===== src/rtl/efg_pkg.sv =====
`timescale 1ns / 1ps
`default_nettype none

package efg_pkg;

    // Operation codes carried on the slave tuser
    typedef logic [1:0] func_t;
    localparam func_t FUNC_CREATE = 2'd0;
    localparam func_t FUNC_SET    = 2'd1;
    localparam func_t FUNC_CLEAR  = 2'd2;
    localparam func_t FUNC_WAIT   = 2'd3;

    // Wait modes; the two upper codes never match
    typedef logic [1:0] wait_mode_t;
    localparam wait_mode_t WAIT_ALL = 2'd0;
    localparam wait_mode_t WAIT_ANY = 2'd1;

    // Result status codes
    typedef logic [2:0] status_t;
    localparam status_t STAT_OK      = 3'd0;
    localparam status_t STAT_BADID   = 3'd1;
    localparam status_t STAT_NOEXIST = 3'd2;
    localparam status_t STAT_LIMIT   = 3'd3;
    localparam status_t STAT_TMOUT   = 3'd4;
    localparam status_t STAT_BLOCK   = 3'd5;

    localparam int ID_W      = 8;
    localparam int NEW_ID_W  = 5;
    localparam int FLAG_W    = 32;
    localparam int IN_DATA_W = 48;
    localparam int OUT_DATA_W = 40;

    // One result word
    typedef struct packed {
        logic [FLAG_W-1:0]   pattern_out;
        logic [NEW_ID_W-1:0] new_id;
        status_t             status;
    } result_t;

endpackage

`default_nettype wire


===== src/rtl/efg_ram.sv =====
`timescale 1ns / 1ps
`default_nettype none

module efg_ram #(
    parameter  int WIDTH  = 32,
    parameter  int DEPTH  = 16,
    localparam int ADDR_W = (DEPTH > 1) ? $clog2(DEPTH) : 1
) (
    input  wire logic                 clk,
    input  wire logic                 we,
    input  wire logic [ADDR_W-1:0]    waddr,
    input  wire logic [WIDTH-1:0]     wdata,
    input  wire logic                 re,
    input  wire logic [ADDR_W-1:0]    raddr,
    output logic      [WIDTH-1:0]     rdata
);

    logic [WIDTH-1:0] mem [DEPTH];

    // One write port, one registered read port
    always_ff @(posedge clk)
    begin
        if (we)
        begin
            mem[waddr] <= wdata;
        end
        if (re)
        begin
            rdata <= mem[raddr];
        end
    end

endmodule

`default_nettype wire


===== src/rtl/event_flag_table_top.sv =====
// Each accepted word is read from the flag RAM at accept, then takes the
// read-modify-write state for the modify and write-back; the result word is
// registered on the master side. A new word is taken only in the idle state.
// A result held by a stalled master side holds the read-modify-write state until taken.
// Reset (rst_n low, asynchronous) frees all slots and empties the output
// register; flag words are not cleared and are written by create before use.
`timescale 1ns / 1ps
`default_nettype none

module event_flag_table_top #(
    parameter int unsigned SLOT_COUNT = 16
) (
    input  wire logic        clk,
    input  wire logic        rst_n,

    input  wire logic        s_axis_tvalid,
    output logic             s_axis_tready,
    // [7:0] flag_id, [39:8] pattern, [41:40] wait_mode, [42] poll_only, rest zero
    input  wire logic [47:0] s_axis_tdata,
    // [1:0] func
    input  wire logic [1:0]  s_axis_tuser,

    output logic             m_axis_tvalid,
    input  wire logic        m_axis_tready,
    // [2:0] status, [7:3] new_id, [39:8] pattern_out
    output logic [39:0]      m_axis_tdata
);

    localparam int SLOT_W = (SLOT_COUNT > 1) ? $clog2(SLOT_COUNT) : 1;
    localparam logic [8:0] SLOT_LIMIT = 9'(SLOT_COUNT);

    localparam logic ST_IDLE = 1'b0;
    localparam logic ST_RMW  = 1'b1;

    // Input word fields
    logic [efg_pkg::ID_W-1:0]   in_id;
    logic [efg_pkg::FLAG_W-1:0] in_pattern;
    logic [7:0]                 in_id_m1;
    logic                       in_id_ok;
    logic                       accept;

    assign in_id      = s_axis_tdata[7:0];
    assign in_pattern = s_axis_tdata[39:8];
    assign in_id_m1   = in_id - 8'd1;
    assign in_id_ok   = (in_id != 8'd0) && ({1'b0, in_id} <= SLOT_LIMIT);

    // Control and captured request
    logic                       state_reg, state_next;
    logic [SLOT_COUNT-1:0]      in_use_reg, in_use_next;
    logic [SLOT_W-1:0]          free_idx_reg, free_idx_next;
    logic                       free_found_reg, free_found_next;
    logic                       m_valid_reg, m_valid_next;
    efg_pkg::result_t           result_reg, result_next;

    efg_pkg::func_t             func_reg;
    logic                       id_ok_reg;
    logic [SLOT_W-1:0]          slot_reg;
    logic [efg_pkg::FLAG_W-1:0] pattern_reg;
    efg_pkg::wait_mode_t        mode_reg;
    logic                       poll_reg;

    // RAM port signals
    logic                       ram_we;
    logic [SLOT_W-1:0]          ram_waddr;
    logic [efg_pkg::FLAG_W-1:0] ram_wdata;
    logic [efg_pkg::FLAG_W-1:0] ram_rdata;

    logic                       finish;
    logic                       slot_used;
    logic                       match;
    logic [8:0]                 id_sum;

    assign s_axis_tready = (state_reg == ST_IDLE);
    assign accept        = s_axis_tvalid && s_axis_tready;
    assign m_axis_tvalid = m_valid_reg;
    assign m_axis_tdata  = result_reg;

    // Flag words live in RAM; read at accept, written back at finish.
    // A read is issued only in the idle state, after the previous write-back, so no forwarding.
    efg_ram #(
        .WIDTH (efg_pkg::FLAG_W),
        .DEPTH (SLOT_COUNT)
    ) u_flag_ram (
        .clk   (clk),
        .we    (ram_we),
        .waddr (ram_waddr),
        .wdata (ram_wdata),
        .re    (accept),
        .raddr (in_id_m1[SLOT_W-1:0]),
        .rdata (ram_rdata)
    );

    // Lowest free slot, registered; in_use settles before any create uses it
    always_comb
    begin
        free_idx_next   = '0;
        free_found_next = 1'b0;
        for (int k = SLOT_COUNT - 1; k >= 0; k--)
        begin
            if (!in_use_reg[k])
            begin
                free_idx_next   = SLOT_W'(k);
                free_found_next = 1'b1;
            end
        end
    end

    // Read-modify-write step
    always_comb
    begin
        state_next   = state_reg;
        in_use_next  = in_use_reg;
        m_valid_next = m_valid_reg;
        result_next  = result_reg;
        ram_we       = 1'b0;
        ram_waddr    = slot_reg;
        ram_wdata    = ram_rdata;
        id_sum       = 9'(free_idx_reg) + 9'd1;
        slot_used    = id_ok_reg ? in_use_reg[slot_reg] : 1'b0;
        finish       = (state_reg == ST_RMW) && (!m_valid_reg || m_axis_tready);

        case (mode_reg)
            efg_pkg::WAIT_ALL: match = ((ram_rdata & pattern_reg) == pattern_reg);
            efg_pkg::WAIT_ANY: match = ((ram_rdata & pattern_reg) != '0);
            default:           match = 1'b0;
        endcase

        if (m_valid_reg && m_axis_tready)
        begin
            m_valid_next = 1'b0;
        end

        if (finish)
        begin
            state_next          = ST_IDLE;
            m_valid_next        = 1'b1;
            result_next.status      = efg_pkg::STAT_OK;
            result_next.new_id      = '0;
            result_next.pattern_out = '0;

            if (func_reg == efg_pkg::FUNC_CREATE)
            begin
                if (free_found_reg)
                begin
                    in_use_next[free_idx_reg] = 1'b1;
                    ram_we                    = 1'b1;
                    ram_waddr                 = free_idx_reg;
                    ram_wdata                 = pattern_reg;
                    result_next.new_id        = id_sum[efg_pkg::NEW_ID_W-1:0];
                end
                else
                begin
                    result_next.status = efg_pkg::STAT_LIMIT;
                end
            end
            else if (!id_ok_reg)
            begin
                result_next.status = efg_pkg::STAT_BADID;
            end
            else if (!slot_used)
            begin
                result_next.status = efg_pkg::STAT_NOEXIST;
            end
            else
            begin
                case (func_reg)
                    efg_pkg::FUNC_SET:
                    begin
                        ram_we    = 1'b1;
                        ram_wdata = ram_rdata | pattern_reg;
                    end
                    efg_pkg::FUNC_CLEAR:
                    begin
                        ram_we    = 1'b1;
                        ram_wdata = ram_rdata & ~pattern_reg;
                    end
                    default:
                    begin
                        if (match)
                        begin
                            ram_we                  = 1'b1;
                            ram_wdata               = ram_rdata & ~pattern_reg;
                            result_next.pattern_out = ram_rdata;
                        end
                        else if (poll_reg)
                        begin
                            result_next.status = efg_pkg::STAT_TMOUT;
                        end
                        else
                        begin
                            result_next.status = efg_pkg::STAT_BLOCK;
                        end
                    end
                endcase
            end
        end
        else if (accept)
        begin
            state_next = ST_RMW;
        end
    end

    // Control registers
    always_ff @(posedge clk or negedge rst_n)
    begin
        if (!rst_n)
        begin
            state_reg      <= ST_IDLE;
            in_use_reg     <= '0;
            free_idx_reg   <= '0;
            free_found_reg <= 1'b0;
            m_valid_reg    <= 1'b0;
        end
        else
        begin
            state_reg      <= state_next;
            in_use_reg     <= in_use_next;
            free_idx_reg   <= free_idx_next;
            free_found_reg <= free_found_next;
            m_valid_reg    <= m_valid_next;
        end
    end

    // Payload registers
    always_ff @(posedge clk)
    begin
        result_reg <= result_next;
        if (accept)
        begin
            func_reg    <= s_axis_tuser;
            id_ok_reg   <= in_id_ok;
            slot_reg    <= in_id_m1[SLOT_W-1:0];
            pattern_reg <= in_pattern;
            mode_reg    <= s_axis_tdata[41:40];
            poll_reg    <= s_axis_tdata[42];
        end
    end

`ifndef NO_ASSERTIONS
    // A slot once taken is never freed
    assert property (@(posedge clk) disable iff (!rst_n)
        (($past(in_use_reg) & ~in_use_reg) == '0))
        else $error("in-use slot was freed");

    // At most one slot is claimed per word
    assert property (@(posedge clk) disable iff (!rst_n)
        ($countones(in_use_reg ^ $past(in_use_reg)) <= 1))
        else $error("more than one slot claimed at once");

    // Flag RAM is written only when a word finishes
    assert property (@(posedge clk) disable iff (!rst_n)
        ram_we |-> finish)
        else $error("flag RAM written outside finish");

    // A new id comes only with an ok status
    assert property (@(posedge clk) disable iff (!rst_n)
        m_valid_reg |-> (result_reg.new_id == '0 || result_reg.status == efg_pkg::STAT_OK))
        else $error("new id with error status");

    // An accepted word always enters the read-modify-write state
    assert property (@(posedge clk) disable iff (!rst_n)
        accept |=> (state_reg == ST_RMW))
        else $error("accepted word not processed");
`endif

endmodule

`default_nettype wire


===== config.mk =====
export PLATFORM = sky130hd
export DESIGN_NAME = event_flag_table_top
export DESIGN_NICKNAME = d
export VERILOG_FILES = /design/src/rtl/efg_pkg.sv /design/src/rtl/efg_ram.sv /design/src/rtl/event_flag_table_top.sv
export SDC_FILE = /design/constraint.sdc
export NUM_CORES = 1
export LEC_CHECK = 0
export ABC_AREA = 0
export BUFFER_PORTS_ARGS = -buffer_cell sky130_fd_sc_hd__buf_2
export CAP_MARGIN = 20
export CORE_MARGIN = 5
export CORE_UTILIZATION = 50
export DETAILED_ROUTE_END_ITERATION = 16
export PLACE_DENSITY = 0.77
export SLEW_MARGIN = 20
export SYNTH_ARGS = -nofsm -noshare
export SYNTH_HDL_FRONTEND = slang
export SYNTH_SLANG_ARGS = --single-unit

===== constraint.sdc =====
create_clock -name clk -period 6.1 [get_ports clk]
set_input_delay 0 -clock clk [delete_from_list [all_inputs] [get_ports clk]]
set_output_delay 0 -clock clk [all_outputs]
set_load 0.02 [all_outputs]

==> results of run 1 <==
==> cells by family after synthesis <==
| family | Yosys count | share of synthesized area, % |
|---|---|---|
| compound gates | 167 | 4.20 |
| xor+xnor | 5 | 0.169 |
| fa+ha+maj | 9 | 0.436 |
| buf+inv | 108 | 1.72 |
| flops | 649 | 74.9 |
| mux | 167 | 14.5 |
| simple gates | 220 | 4.08 |
==> critical path: cells and delay by family (launching register included) <==
kind	cells	cell delay, ns
and+or+nand+nor	4	0.99
AOI/OAI and AO/OA	2	1.04
DFF	1	0.37
buffers and inverters	4	1.88
==> how the worst min path moves through the flow <==
| stage | start | endpoint | slack [ns] | cells after the start |
|---|---|---|---|---|
| 3_3_place_gp | rst_n | free_idx_reg[0] | -0.02 | 1 |
| 5_1_grt | rst_n | free_found_reg | 0.02 | 3 |
| 2_1_floorplan | rst_n | free_found_reg | -0.30 | 0 |
| 4_1_cts | s_axis_tdata[26] | pattern_reg[18] | 0.03 | 2 |
| 3_5_place_dp | rst_n | m_axis_tvalid | 0.007 | 1 |
| 6_report | rst_n | state_reg | -0.04 | 3 |
==> cell type report <==
| class | instances | area share (%) |
|---|---|---|
| multi-input combinational | 568 | 20.7 |
| tap | 680 | 2.83 |
| timing repair buffer | 196 | 4.50 |
| clock inverter | 42 | 1.86 |
| sequential | 649 | 64.4 |
| clock buffer | 71 | 5.20 |
| inverter | 45 | 0.561 |
==> power by group <==
group	switching (mW)	internal, mW	total (mW)
logic	1.25	0.562	1.81
clock network	1.66	2.39	4.05
registers	0.278	5.57	5.84
total	3.18	8.52	11.7
==> layout by cell type (no fill, tap or decap), types with 30 or more instances in the layout <==
cell type,count
sky130_fd_sc_hd__inv_1,44
sky130_fd_sc_hd__mux4_2,164
sky130_fd_sc_hd__dlygate4sd3_1,42
sky130_fd_sc_hd__o21ai_0,68
sky130_fd_sc_hd__buf_4,34
sky130_fd_sc_hd__clkbuf_16,61
sky130_fd_sc_hd__a32oi_1,30
sky130_fd_sc_hd__and2_1,32
sky130_fd_sc_hd__nand2_1,111
sky130_fd_sc_hd__buf_2,100
sky130_fd_sc_hd__edfxtp_1,626
==> per-layer routing <==
| layer | vias to the layer above | GRT usage [%] | share of wire [%] |
|---|---|---|---|
| met2 | 1065 | 35.5 | 47 |
| met1 | 7361 | 32.2 | 37 |
| met3 | 184 | 5.31 | 12 |
| met5 | - | 0 | 0 |
| li1 | 5826 | - | - |
| met4 | 0 | 8.05 | 3.6 |
==> metrics by stage <==
step	worst slack (ns)	util, %
floorplan	-0.145	-
global placement	1.86	53.2
detailed placement	1.48	53.3
CTS	1.46	58.2
global route	1.33	58.7
finish	1.43	58.7
==> what timing repair did <==
item | 4_1_cts | 5_1_grt
endpoints found under the hold margin | 92 | 0
hold buffers | 43 | 0
buffers inserted | 0 | 0
==> reports/metrics.yaml, run 1 <==
crit_chain: "nand2b_1 -> nand2_1 -> inv_2 -> buf_4 -> nand2_1 -> buf_4 -> nor2_2 -> buf_4 -> o21ai_0 -> a32oi_1"
tightestPinTransition_ns: 1.24
floorplan.rows: 83
multi_input_area_sq_mm: 0.00622
slew-limit-headroom_pct: 17.3
cts_repair_resize_count: 0
syn-num-nets: 1388
gpl.final_weighted_congestion: 0.834
yosys_most_used_dff: "sky130_fd_sc_hd__edfxtp_1"
final_period_minus_worst_setup_slack_ns: 4.67
post_route_cells_drive_above_1_share_pct: 27.6
fp.dieArea_sq_mm: 0.0563
tns_ns: 0
core_sq_mm: 0.0513
largest_register_ff_count: 512
numCtsBuffers: 61
min-delay-path-class: "in -> async"
post_synth_num_cell_types: 47
grt.overflow.total: 0
p_leak_nw: 10.1
setup-violations-final: 0
finalMaxSlewViolations: 0
outcome: "finished, violations left"
grt_pass1_wl_mm: 95.0
via_count_of_the_first_global_routing_pass: 14500
yosysTopAreaCellShare_pct: 72.7
ctsRootBufferMaster: "sky130_fd_sc_hd__clkbuf_16"
timing.fmax_mhz: 214
post-synth-top-count-cell: "sky130_fd_sc_hd__edfxtp_1"
io_pins: 96
grt_setup_unrepaired: "no"
final.setup_skew_ns: 0.0289
routed-via-count: 14400
floorplan.initialDensity_pct: 50.4
floorplan.die.width_um: 237
avgRoutedWirePerCell_um: 28.8
crit_type: "reg -> reg"
syn_area_sq_mm: 0.0258
gr-usage-all-layers_pct: 22.8
grt_antenna_before_repair: 2
crit_slowest_cell: "sky130_fd_sc_hd__a32oi_1"
largest_net_degree_at_the_start_of_global_routing: 47
placement.cell_area_sq_mm: 0.0273
cp_common_cell: "sky130_fd_sc_hd__buf_4"
final_hold_viol_count: 23
cts_max_level: 2
final.hold.worst_slack_ns: -0.0448
num-fill-cells: 3580
synth_seq_area_share_pct: 74.9
failed_checks: "hold timing"
clock_path_buffers: 3
seq_area_sq_mm: 0.0194
finalWirelength_mm: 64.9
power.total_mw: 11.7
drt_iter0_markers: 2118
cts.sink_count: 649
detailedRoute.firstPassIterationCount: 7
postSynthAreaPerCell_sq_um: 19.5
worst_r2r_endpoint: "u_flag_ram.mem[5][26]"
worst_setup_hold_path_clk_slew_ns: 0.07
synthesis.yosys.warnings: 0
antenna_cells_inserted: 0
max-vdd-ir-drop_mv: 0.290
syn-instance-count: 1325
finish.net_count: 1584
worst_setup_path_endpoint: "u_flag_ram.mem[5][26]"
cellPowerDensity_mw_per_mm2: 389
post-route-cell-area_sq_mm: 0.0301
syn2layout_area_growth_pct: 16.4
yosys_register_bits: 649
cts_tree: "yes"
worstSetupStartpointType: "flip-flop"
worstSetupEndpointType: "flip-flop"
startpoint: "m_axis_tvalid"
maxCapViolations: 0
clkLatencyLatePin_ns: 0.64
final.period_utilization_pct: 76.6
die_y_um: 237
synth.top_cells.by_area: "sky130_fd_sc_hd__edfxtp_1 (73%), sky130_fd_sc_hd__mux4_2 (14%), sky130_fd_sc_hd__dfrtp_1 (2.2%)"
avgViaCountPerCell: 6.41
synth.top_cells.by_count: "sky130_fd_sc_hd__edfxtp_1 (626), sky130_fd_sc_hd__mux4_2 (164), sky130_fd_sc_hd__nand2_1 (111)"
worstPathArrival_ns: 4.94
worst_r2r_startpoint: "m_axis_tvalid"
largest_register: "u_flag_ram.mem"
synth_async_sr_flop_share_pct: 3.54
worst_ep_required_time_ns: 6.36
timing.reg2reg.worst_path_depth: 10
synth_largest_area_cell: "sky130_fd_sc_hd__edfxtp_1"
final_cells: 2251
number_of_enable_flip_flop_cells_after_synthesis: 626
drc: 0
hpwl_mm: 33.8
r2r_setup_slack_ns: 1.43
cp_max_fo: 32
slowest_delay_ns: 0.91
buffers_added_on_ports: 90
detail-route-antenna-nets: 0
numPlacedInstances: 2065
Power figures use the tool's default switching activity.
==> inputs of run 2 (changes only) <==
- PLACE_DENSITY: 0.77 -> 0.75
- clock period: 6.1 -> 4.43 ns (I/O delays scaled with it)
==> run 2 against run 1 <==
  * The flow now finishes without violations
  * Cell count up 0.89%
  * Sequential cell count did not move
  * Largest cell class unchanged
  * Critical path depth decreased by 1
  * Critical endpoint is now u_flag_ram.mem[7][30]
==> reports/metrics.yaml, run 2 (synthesis gave the netlist of run 1 again) <==
seq_area_sq_mm: 0.0194
outcome: "completed"
gpl.final_weighted_congestion: 0.859
worst_ep_required_time_ns: 4.68
worst_r2r_endpoint: "u_flag_ram.mem[7][30]"
detail-route-antenna-nets: 0
clock_path_buffers: 3
timing.fmax_mhz: 256
grt_antenna_before_repair: 1
die_y_um: 237
antenna_cells_inserted: 0
final_hold_viol_count: 0
worst_setup_hold_path_clk_slew_ns: 0.06
largest_register: "u_flag_ram.mem"
min-delay-path-class: "in -> async"
r2r_setup_slack_ns: 0.53
worstSetupStartpointType: "flip-flop"
cellPowerDensity_mw_per_mm2: 524
cts_max_level: 3
worst_setup_path_endpoint: "u_flag_ram.mem[7][30]"
timing.reg2reg.worst_path_depth: 9
largest_register_ff_count: 512
p_leak_nw: 10.2
floorplan.die.width_um: 237
finish.net_count: 1606
floorplan.rows: 83
tightestPinTransition_ns: 1.14
final.hold.worst_slack_ns: 0.0285
cp_max_fo: 32
crit_type: "reg -> reg"
io_pins: 96
cts_tree: "yes"
cp_common_cell: "sky130_fd_sc_hd__buf_4"
fp.dieArea_sq_mm: 0.0563
maxCapViolations: 0
slew-limit-headroom_pct: 23.8
drt_iter0_markers: 2056
crit_slowest_cell: "sky130_fd_sc_hd__a311oi_1"
startpoint: "u_flag_ram.rdata[2]"
layout.cells.most_common_list: "sky130_fd_sc_hd__edfxtp_1 (626), sky130_fd_sc_hd__mux4_2 (164), sky130_fd_sc_hd__nand2_1 (111)"
numCtsBuffers: 66
placement.cell_area_sq_mm: 0.0278
final.setup_skew_ns: 0.0387
avgRoutedWirePerCell_um: 27.8
layout.core_utilization_pct: 59.1
syn2layout_area_growth_pct: 17.2
slowest_delay_ns: 0.88
worst_r2r_startpoint: "u_flag_ram.rdata[2]"
via_count_of_the_first_global_routing_pass: 14200
cts.sink_count: 649
worstSetupEndpointType: "flip-flop"
routed-via-count: 14200
post_route_cells_drive_above_1_share_pct: 28.4
detailedRoute.firstPassIterationCount: 6
avgViaCountPerCell: 6.27
crit_chain: "a22oi_1 -> nand4_1 -> nor4_1 -> nor3b_1 -> a311oi_1 -> o31a_1 -> buf_4 -> nor4_4 -> buf_4"
max-vdd-ir-drop_mv: 0.350
num-fill-cells: 3608
buffers_added_on_ports: 90
post-route-cell-area_sq_mm: 0.0303
core_sq_mm: 0.0513
finalWirelength_mm: 63.2
final.period_utilization_pct: 88.0
worstPathArrival_ns: 4.15
cts_repair_resize_count: 0
grt_setup_unrepaired: "no"
grt_pass1_wl_mm: 93.6
ctsRootBufferMaster: "sky130_fd_sc_hd__clkbuf_16"
final_common_cell: "sky130_fd_sc_hd__edfxtp_1"
multi_input_area_sq_mm: 0.00635
drc: 0
power.total_mw: 15.9
gr-usage-all-layers_pct: 22.5
hpwl_mm: 35.7
final_period_minus_worst_setup_slack_ns: 3.90
clkLatencyLatePin_ns: 0.61
largest_net_degree_at_the_start_of_global_routing: 98
grt.overflow.total: 0
floorplan.initialDensity_pct: 50.4
finalMaxSlewViolations: 0
setup-violations-final: 0
## run 2: cell types whose count changed in the layout (fill, tap and decap cells not counted), sizes merged
cell,change
clkbuf,-9
bufinv,-10
buf,+34
clkinvlp,-3
clkinv,+8
## run 2: per-stage QoR
| step | std cells | setup WS (ns) | TNS [ns] |
|---|---|---|---|
| global route | 2271 | 0.350 | 0 |
| detailed placement | 2110 | 0.440 | 0 |
| global placement | 2110 | 0.544 | 0 |
| finish | 2271 | 0.531 | 0 |
| floorplan | 1325 | -0.618 | -223.57 |
| CTS | 2269 | 0.414 | 0 |
## run 2: repair_timing
| action | in CTS | in global routing |
|---|---|---|
| endpoints found under the hold margin | 63 | 0 |
| hold buffers | 43 | 0 |
| setup buffers | 0 | 0 |
## run 2: worst min-delay path by stage
| stage | end | cells after the start |
|---|---|---|
| CTS | slot_reg[0] | 2 |
| global route | in_use_reg[12] | 3 |
| global placement | m_axis_tvalid | 1 |
| floorplan | free_found_reg | 0 |
| finish | in_use_reg[11] | 3 |
| detailed placement | state_reg | 1 |
## run 2: worst max-delay path, delay by kind of cell (launching register included)
family	cells	cell delay, ns
DFF	1	0.53
AOI/OAI and AO/OA	3	1.59
and+or+nand+nor	4	0.68
buffers and inverters	2	0.74
## run 2: area by class of cell
class                   count  area share, %
clock buffers              79           5.75
clock inverters            37          0.983
inverters                  45          0.557
multi-input cells         568           20.9
flip-flops and latches    649           63.9
well taps                 680           2.81
repair buffers            213           5.01
## run 2: power breakdown
| part | switching [mW] | internal [mW] |
|---|---|---|
| registers | 0.335 | 7.66 |
| clock network | 2.27 | 3.00 |
| logic | 1.77 | 0.832 |
## run 2: per-layer routing
metal	wire, um	track usage [%]	share of wire [%]
met1	24300	31.9	39
met2	29600	35.0	47
met5	0	0	0
met4	2070	7.08	3.3
met3	7220	5.59	11
